[config.mk]
export PLATFORM = sky130hd
export DESIGN_NAME = segi_div_cell
export DESIGN_NICKNAME = d
export VERILOG_FILES = /design/src/hw/rtl/segi_pkg.sv /design/src/hw/rtl/segi_div_cell.sv
export SDC_FILE = /design/constraint.sdc
export NUM_CORES = 1
export LEC_CHECK = 0
export ABC_CLOCK_PERIOD_IN_PS = 920
export BUFFER_PORTS_ARGS = -buffer_cell sky130_fd_sc_hd__buf_2
export CORE_AREA = 2 2 359 361
export DETAILED_ROUTE_END_ITERATION = 8
export DIE_AREA = 0 0 361 363
export MAX_ROUTING_LAYER = met4
export PLACE_DENSITY_LB_ADDON = 0.1
export SETUP_SLACK_MARGIN = 0.02
export SLEW_MARGIN = 20
export SYNTH_ARGS = -nofsm -noshare
export SYNTH_HDL_FRONTEND = slang
export SYNTH_SLANG_ARGS = --single-unit
[constraint.sdc]
create_clock -name clk -period 0.92 [get_ports clk]
set_clock_uncertainty 0.05 [all_clocks]
set_input_delay 0.276 -clock clk [delete_from_list [all_inputs] [get_ports clk]]
set_output_delay 0.276 -clock clk [all_outputs]
set_load 0.02 [all_outputs]
[src/hw/rtl/segi_pkg.sv]
package segi_pkg;

    localparam int CW = 32;               // coordinate bits
    localparam int FB = 30;               // parameter fraction bits
    localparam int QB = 32;               // quotient / parameter bits
    localparam int DW = 2 * CW + 3;       // signed determinant and numerator width
    localparam int MW = DW;               // magnitude width
    localparam int TW = 30;               // parameter tolerance width
    localparam int IN_W = 8 * CW;
    localparam int OUT_W = 136;

    localparam logic [1:0] OC_HIT  = 2'd0;
    localparam logic [1:0] OC_PAR  = 2'd1;
    localparam logic [1:0] OC_OUT1 = 2'd2;
    localparam logic [1:0] OC_OUT2 = 2'd3;

    localparam logic signed [CW:0] ONE_Q = (CW + 1)'(1) << FB;

    typedef struct packed {
        logic          neg;
        logic          ovf;
        logic [MW-1:0] rem;
        logic [QB-1:0] nsh;
        logic [QB-1:0] q;
    } div_t;

    typedef struct packed {
        logic          valid;
        logic          par;
        logic [CW-1:0] x0;
        logic [CW-1:0] y0;
        logic [CW:0]   dx;
        logic [CW:0]   dy;
        logic [MW-1:0] den;
        div_t          a;
        div_t          b;
    } cell_t;

    typedef struct packed {
        logic          valid;
        logic [1:0]    outcome;
        logic [CW-1:0] p1;
        logic [CW-1:0] p2;
        logic [CW-1:0] cx;
        logic [CW-1:0] cy;
    } res_t;

endpackage

[src/hw/rtl/segi_div_cell.sv]
module segi_div_cell
    import segi_pkg::*;
(
    input  logic  clk,
    input  logic  rst_n,
    input  logic  en,
    input  cell_t din,
    output cell_t dout
);

    function automatic div_t step(div_t d, logic [MW-1:0] den);
        logic [MW:0] r2;
        logic        ge;
        div_t        o;
        r2    = {d.rem, d.nsh[QB-1]};
        ge    = r2 >= {1'b0, den};
        o     = d;
        o.rem = ge ? MW'(r2 - {1'b0, den}) : MW'(r2);
        o.q   = {d.q[QB-2:0], ge};
        o.nsh = d.nsh << 1;
        return o;
    endfunction

    cell_t cell_reg, cell_next;

    always_comb
    begin
        cell_next   = din;
        cell_next.a = step(din.a, din.den);
        cell_next.b = step(din.b, din.den);
    end

    always_ff @(posedge clk or negedge rst_n)
    begin
        if (!rst_n)
            cell_reg <= '0;
        else if (en)
            cell_reg <= cell_next;
    end

    assign dout = cell_reg;

endmodule

* Word level (Yosys, flattened, before mapping)
Cells that the tools add are included.
** Word-level totals
- Input port bits :: 468
- Word-level logic and storage cells :: 23
- Register bits after elaboration :: 463
- Output and inout bits :: 465
** Operators by class
- Magnitude comparators :: 2
- Add/subtract/negate cells :: 2
- Multiplexer cells :: 2
** Operators with widths (count)
- 68-bit by 67-bit greater-or-equal comparator with 1-bit output :: 2
- 67-bit 2-to-1 mux :: 2
- 67-bit subtractor :: 2

* Logic depth before layout (Yosys ltp)
- Depth after elaboration :: 2
- Mapped depth :: 16
- Gate-level depth less buffers :: 14

* Worst setup path before layout
OpenSTA, ideal clock, no wires.
- Path kind :: input to register
- From :: input din[196] in the netlist's numbering
- To :: register cell_reg (netlist bit dout[255])
- Buffers on the path :: 1
- Stages :: 15
- Path slack :: -2368 ps
- Data arrival time :: 3107 ps
- Setup time :: 132 ps
- Data required time :: 738 ps
- Cells stage by stage :: inv_1 -> ha_1 -> inv_1 -> fa_1 -> a21o_1 -> a21oi_2 -> o21ai_1 -> a311o_1 -> a21oi_2 -> o221ai_2 -> o311ai_4 -> and2_1 -> buf_6 -> nor4_1 -> or3b_1
** On the way
- Word-level cells in the longest chain between the ends :: 2
- Elaborated cells on any way between the ends :: 3
- Classes of those cells :: add/sub (1); order compare (1); mux (1)
** Ends and longest elaborated chain
- from (decl) :: line segi_div_cell.sv:7 : input cell_t din,
- 67-bit subtractor / 68-bit by 67-bit greater-or-equal comparator with 1-bit output (equally long branches) :: line segi_div_cell.sv:18, segi_div_cell.sv:16
- 67-bit 2-to-1 mux * :: line segi_div_cell.sv:18 : o.rem = ge ? MW'(r2 - {1'b0, den}) : MW'(r2);
- to (signal assigned) :: line segi_div_cell.sv:38 : cell_reg <= cell_next;
- to (decl) :: line segi_div_cell.sv:24 : cell_t cell_reg, cell_next;
Mark *: on every way between the ends. The rest lies on a longest branch, timed or not.
A chain may end at the register's enable or synchronous reset.

* Final worst setup path
- From :: input din[266] in the netlist's numbering
- To :: register cell_reg (netlist bit dout[66])
The elaborated chain is that of the path after synthesis.

==> impl_summary.log <==
[metrics] dpl hpwl: 122000 um
[metrics] post-route setup slack: -1.90 ns
[metrics] final count of negative-setup-slack endpoints: 692
[metrics] series of cell instances along the critical path: buf_8, buf_12, ha_4, inv_2, fa_2, a21oi_2, o21a_4, buf_6, buf_6, or3_4, a21oi_4, o21ai_4, nand2_2, a21oi_4, buf_6, buf_6, buf_8, buf_12, nand2_4, o21ai_4, mux2_4
[metrics] total I/O pin count: 933
[metrics] DRC violation total after the first TritonRoute iteration: 1335
[metrics] number of global-route vias before repair: 32600
[metrics] total power density per cell area: 1540 mW/mm^2
[metrics] global routing usage summed across all routing layers: 23.7%
[metrics] number of flip-flops and latches in the synthesized netlist: 463
[metrics] worst setup path startpoint: din[266]
[metrics] register-to-register path setup slack: -0.27 ns
[metrics] global-route wire length before repair: 222000 um
[metrics] number of maximum-capacitance violations: 0
[metrics] cell at the root of the clock tree: sky130_fd_sc_hd__clkbuf_16
[metrics] setup TNS: -535.91 ns
[metrics] number of cells produced by synthesis: 2763
[metrics] transition time of the tightest slew-check pin: 0.546 ns
[metrics] Min Clock Period, post-route: 2.82 ns
[metrics] average footprint of a synthesized cell: 9.77 um^2
[metrics] Fin. Hold Viols: 0
[metrics] kind of end point of the critical path: flip-flop
[metrics] Net count, final: 5708
[metrics] post-CTS clock slew at the launch and capture registers of the worst setup and hold paths: 0.06 ns
[metrics] worst hold path startpoint: din[254]
[metrics] relative max-transition margin: 63.2%
[metrics] capture instance of the worst register-to-register path: dout[255]
[metrics] total number of H-tree levels: 2
[metrics] leakage: 0.0265 uW
[metrics] worst setup path class: input port to flip-flop
[metrics] final wirelength: 157000 um
[metrics] total number of clock tree sinks: 463
[metrics] aggregate global routing overflow: 0
[metrics] data required time of the worst path: 1.42 ns
[metrics] FF-to-FF path depth: 3
[metrics] run status: complete, but fails checks
[metrics] x dimension of the die: 361 um
[metrics] maximum number of pins on one net before global-route repair: 33
[metrics] Netlist Area Pre-Place: 0.0270 mm^2
[metrics] slowest stage delay, CP: 0.35 ns
[metrics] arrival time at the worst endpoint: 3.32 ns
[metrics] cell with the largest stage delay on the worst path: sky130_fd_sc_hd__or3_4
[metrics] initial antenna violation count: 34
[metrics] number of rows created at floorplan: 131
[metrics] cell type with the highest occurrence count on the critical path: sky130_fd_sc_hd__buf_6
[metrics] Pre-Repair DR Iteration Count: 5
[metrics] Initial Util: 21.3%
[metrics] Clock Path Buffers: 3
[metrics] EDFF count, synth: 0
[metrics] count of buffers from port buffering: 928
[metrics] Worst Path Max Fanout: 8
[metrics] share of final-layout standard cells stronger than drive strength 1: 56.7%
[metrics] final standard cell utilization of the core: 44.2%
[metrics] share of the clock period used by the worst path: 306%
[metrics] clock buffer count from CTS: 61
[metrics] portion of the post-synthesis area used by sequential elements: 42.9%
[metrics] start of the worst register-to-register path: dout[255]
[metrics] Die Span Y: 363 um
[metrics] sort of element at the start of the critical path: input port
[metrics] Synth cell types: 84
[metrics] worst hold path type: input port to flip-flop
[metrics] antenna violation net count after detailed routing: 0
[metrics] DRC violations left: 0
[metrics] violations in the final reports: setup timing
[metrics] clock tree from TritonCTS: yes
[metrics] IR Drop Worst-Case VDD: 1.48 mV
[metrics] total of warnings raised by yosys: 0
[metrics] flip-flop count of the largest register after layout: 463
[metrics] area added between synthesis and finish: 108%
[metrics] area of the core region: 0.127 mm^2
[metrics] Die Footprint: 0.131 mm^2
[metrics] proportion of register bits with asynchronous set or reset after synthesis: 100%
[metrics] RSZ-0062 raised after global routing: true
[metrics] top flip-flop cell by instance count after synthesis: sky130_fd_sc_hd__dfrtp_1
[metrics] detail-routed net length per standard cell: 22.9 um
[metrics] final slew viol count: 0
[metrics] average via count per standard cell: 4.44
[metrics] Routability Congestion: 0.858
[metrics] timing-limited maximum frequency: 355 MHz
[metrics] clock insertion delay at the later pin of the skew report: 0.69 ns
[metrics] overall via count from detail_route: 30300
[metrics] critical path endpoint: dout[66]
==> logic make-up after synthesis <==
| kind of cell | synth area share (%) |
|---|---|
| adder cells (fa/ha/maj) | 6.36 |
| multiplexers | 14.8 |
| buffers and inverters | 4.23 |
| XOR/XNOR | 3.37 |
| AO/OA/AOI/OAI | 16.1 |
| AND/OR/NAND/NOR | 12.2 |
| other | 0.0139 |
| flip-flops | 42.9 |
==> synth_stat cells, drive strengths merged (13+ instances only) <==
| cell | n | area share (%) |
|---|---|---|
| dfrtp | 463 | 43 |
| mux2 | 332 | 14 |
| a21oi | 266 | 5.0 |
| nand2 | 257 | 3.6 |
| nor2 | 240 | 3.3 |
| ha | 134 | 6.2 |
| clkbuf | 123 | 1.7 |
| inv | 121 | 1.7 |
| o21ai | 106 | 2.0 |
| a31oi | 78 | 1.8 |
| a21o | 70 | 2.0 |
| xnor2 | 68 | 2.2 |
| nand4 | 54 | 1.3 |
| buf | 39 | 0.80 |
| nand3 | 38 | 0.70 |
| xor2 | 36 | 1.2 |
| nor3 | 33 | 0.61 |
| o21bai | 30 | 0.83 |
| mux2i | 27 | 1.0 |
| o21a | 22 | 0.67 |
| nor2b | 19 | 0.44 |
| or3 | 14 | 0.33 |
| a211oi | 13 | 0.36 |
| nor4 | 13 | 0.30 |
==> cell type report <==
cell class / instances / area (um^2)
clock buffer: 83 / 1750
tap: 1662 / 2080
multi-input combinational: 2017 / 18100
sequential: 463 / 11600
inverter: 122 / 529
fill: 12400 / 70900
clock inverter: 29 / 337
antenna: 24 / 60.1
timing repair buffer: 2439 / 21600
==> worst min path at each step <==
stage / endpoint / slack, ns / cells after the start
floorplan: dout[0] / -0.07 / 0
global placement: dout[392] / 0.23 / 2
detailed placement: dout[392] / 0.23 / 2
CTS: dout[255] / -0.04 / 4
global route: dout[255] / 0.003 / 4
finish: dout[255] / 0.02 / 4
==> worst max-delay path: cells and delay by family <==
kind	cells	cell delay (ns)
buffers and inverters	9	1.00
multiplexers	1	0.26
AND/OR/NAND/NOR	3	0.54
AO/OA/AOI/OAI	6	0.84
adder cells (fa/ha/maj)	2	0.36
==> through the flow <==
step	cell area, um^2	hold WS, ns	std cells	worst slack [ns]	total power [uW]
6_report	56100	0.0199	6839	-1.90	86600
5_1_grt	56100	0.00304	6839	-1.98	90600
4_1_cts	54200	-0.0381	6776	-1.86	85900
3_5_place_dp	41400	0.225	6010	-3.08	51700
3_3_place_gp	41400	0.227	6010	-3.21	51800
2_1_floorplan	29600	-0.0696	2764	-2.26	38600
==> cells in the final DEF (no fill, tap or decap), types with 14 or more instances in the layout <==
cell type / netlist / routed
sky130_fd_sc_hd__buf_6: 2 / 553
sky130_fd_sc_hd__ha_1: 134 / 84
sky130_fd_sc_hd__o21ai_0: 101 / 62
sky130_fd_sc_hd__nand2_1: 257 / 165
sky130_fd_sc_hd__a21oi_2: 4 / 66
sky130_fd_sc_hd__clkbuf_16: 0 / 64
sky130_fd_sc_hd__o21a_1: 20 / 19
sky130_fd_sc_hd__o21ai_1: 5 / 17
sky130_fd_sc_hd__nor2_1: 240 / 209
sky130_fd_sc_hd__nor2_4: 0 / 15
sky130_fd_sc_hd__inv_1: 121 / 79
sky130_fd_sc_hd__nand3_1: 38 / 33
sky130_fd_sc_hd__a21oi_4: 0 / 20
sky130_fd_sc_hd__mux2i_1: 27 / 25
sky130_fd_sc_hd__a31oi_1: 78 / 60
sky130_fd_sc_hd__nand2_2: 0 / 67
sky130_fd_sc_hd__nor2_2: 0 / 16
sky130_fd_sc_hd__dfrtp_2: 0 / 21
sky130_fd_sc_hd__o21bai_1: 30 / 26
sky130_fd_sc_hd__a21o_1: 69 / 69
sky130_fd_sc_hd__a21oi_1: 262 / 180
sky130_fd_sc_hd__ha_4: 0 / 45
sky130_fd_sc_hd__dlygate4sd3_1: 0 / 457
sky130_fd_sc_hd__buf_4: 5 / 881
sky130_fd_sc_hd__buf_8: 0 / 22
sky130_fd_sc_hd__clkbuf_8: 0 / 14
sky130_fd_sc_hd__nand2_4: 0 / 22
sky130_fd_sc_hd__o21ai_2: 0 / 23
sky130_fd_sc_hd__nand4_1: 53 / 53
sky130_fd_sc_hd__inv_2: 0 / 31
sky130_fd_sc_hd__buf_2: 29 / 450
sky130_fd_sc_hd__xor2_1: 36 / 31
sky130_fd_sc_hd__buf_12: 0 / 62
sky130_fd_sc_hd__dfrtp_1: 463 / 442
sky130_fd_sc_hd__mux2_4: 0 / 271
sky130_fd_sc_hd__nor2b_1: 19 / 17
sky130_fd_sc_hd__mux2_2: 332 / 61
sky130_fd_sc_hd__nor3_1: 33 / 22
sky130_fd_sc_hd__xnor2_1: 68 / 60
sky130_fd_sc_hd__diode_2: 0 / 24
==> report_power, final <==
| group | leakage, uW | internal (uW) | switching, uW |
|---|---|---|---|
| clock | 0.00103 | 14500 | 10700 |
| combinational | 0.0201 | 18900 | 17200 |
| sequential | 0.00536 | 23000 | 2340 |
| total | 0.0265 | 56400 | 30200 |
==> per-layer routing <==
layer	GRT usage [%]	up-vias	wire, um	share of wire (%)
li1	-	14600	-	-
met1	27.5	14700	64900	41
met2	39.3	801	76200	49
met3	4.71	257	7720	4.9
met4	11.3	0	7800	5.0
met5	-	-	0	0
==> repair_timing <==
item | 4_1_cts | 5_1_grt
setup endpoints to repair | 599 | 839
hold buffers | 457 | 1
gates cloned | 14 | 3
pin swaps | 137 | 185
resized for setup | 1285 | 364
hold endpoints to repair | 923 | 1
buffers inserted | 188 | 67
No activity file was read; power rests on OpenSTA's default activity.
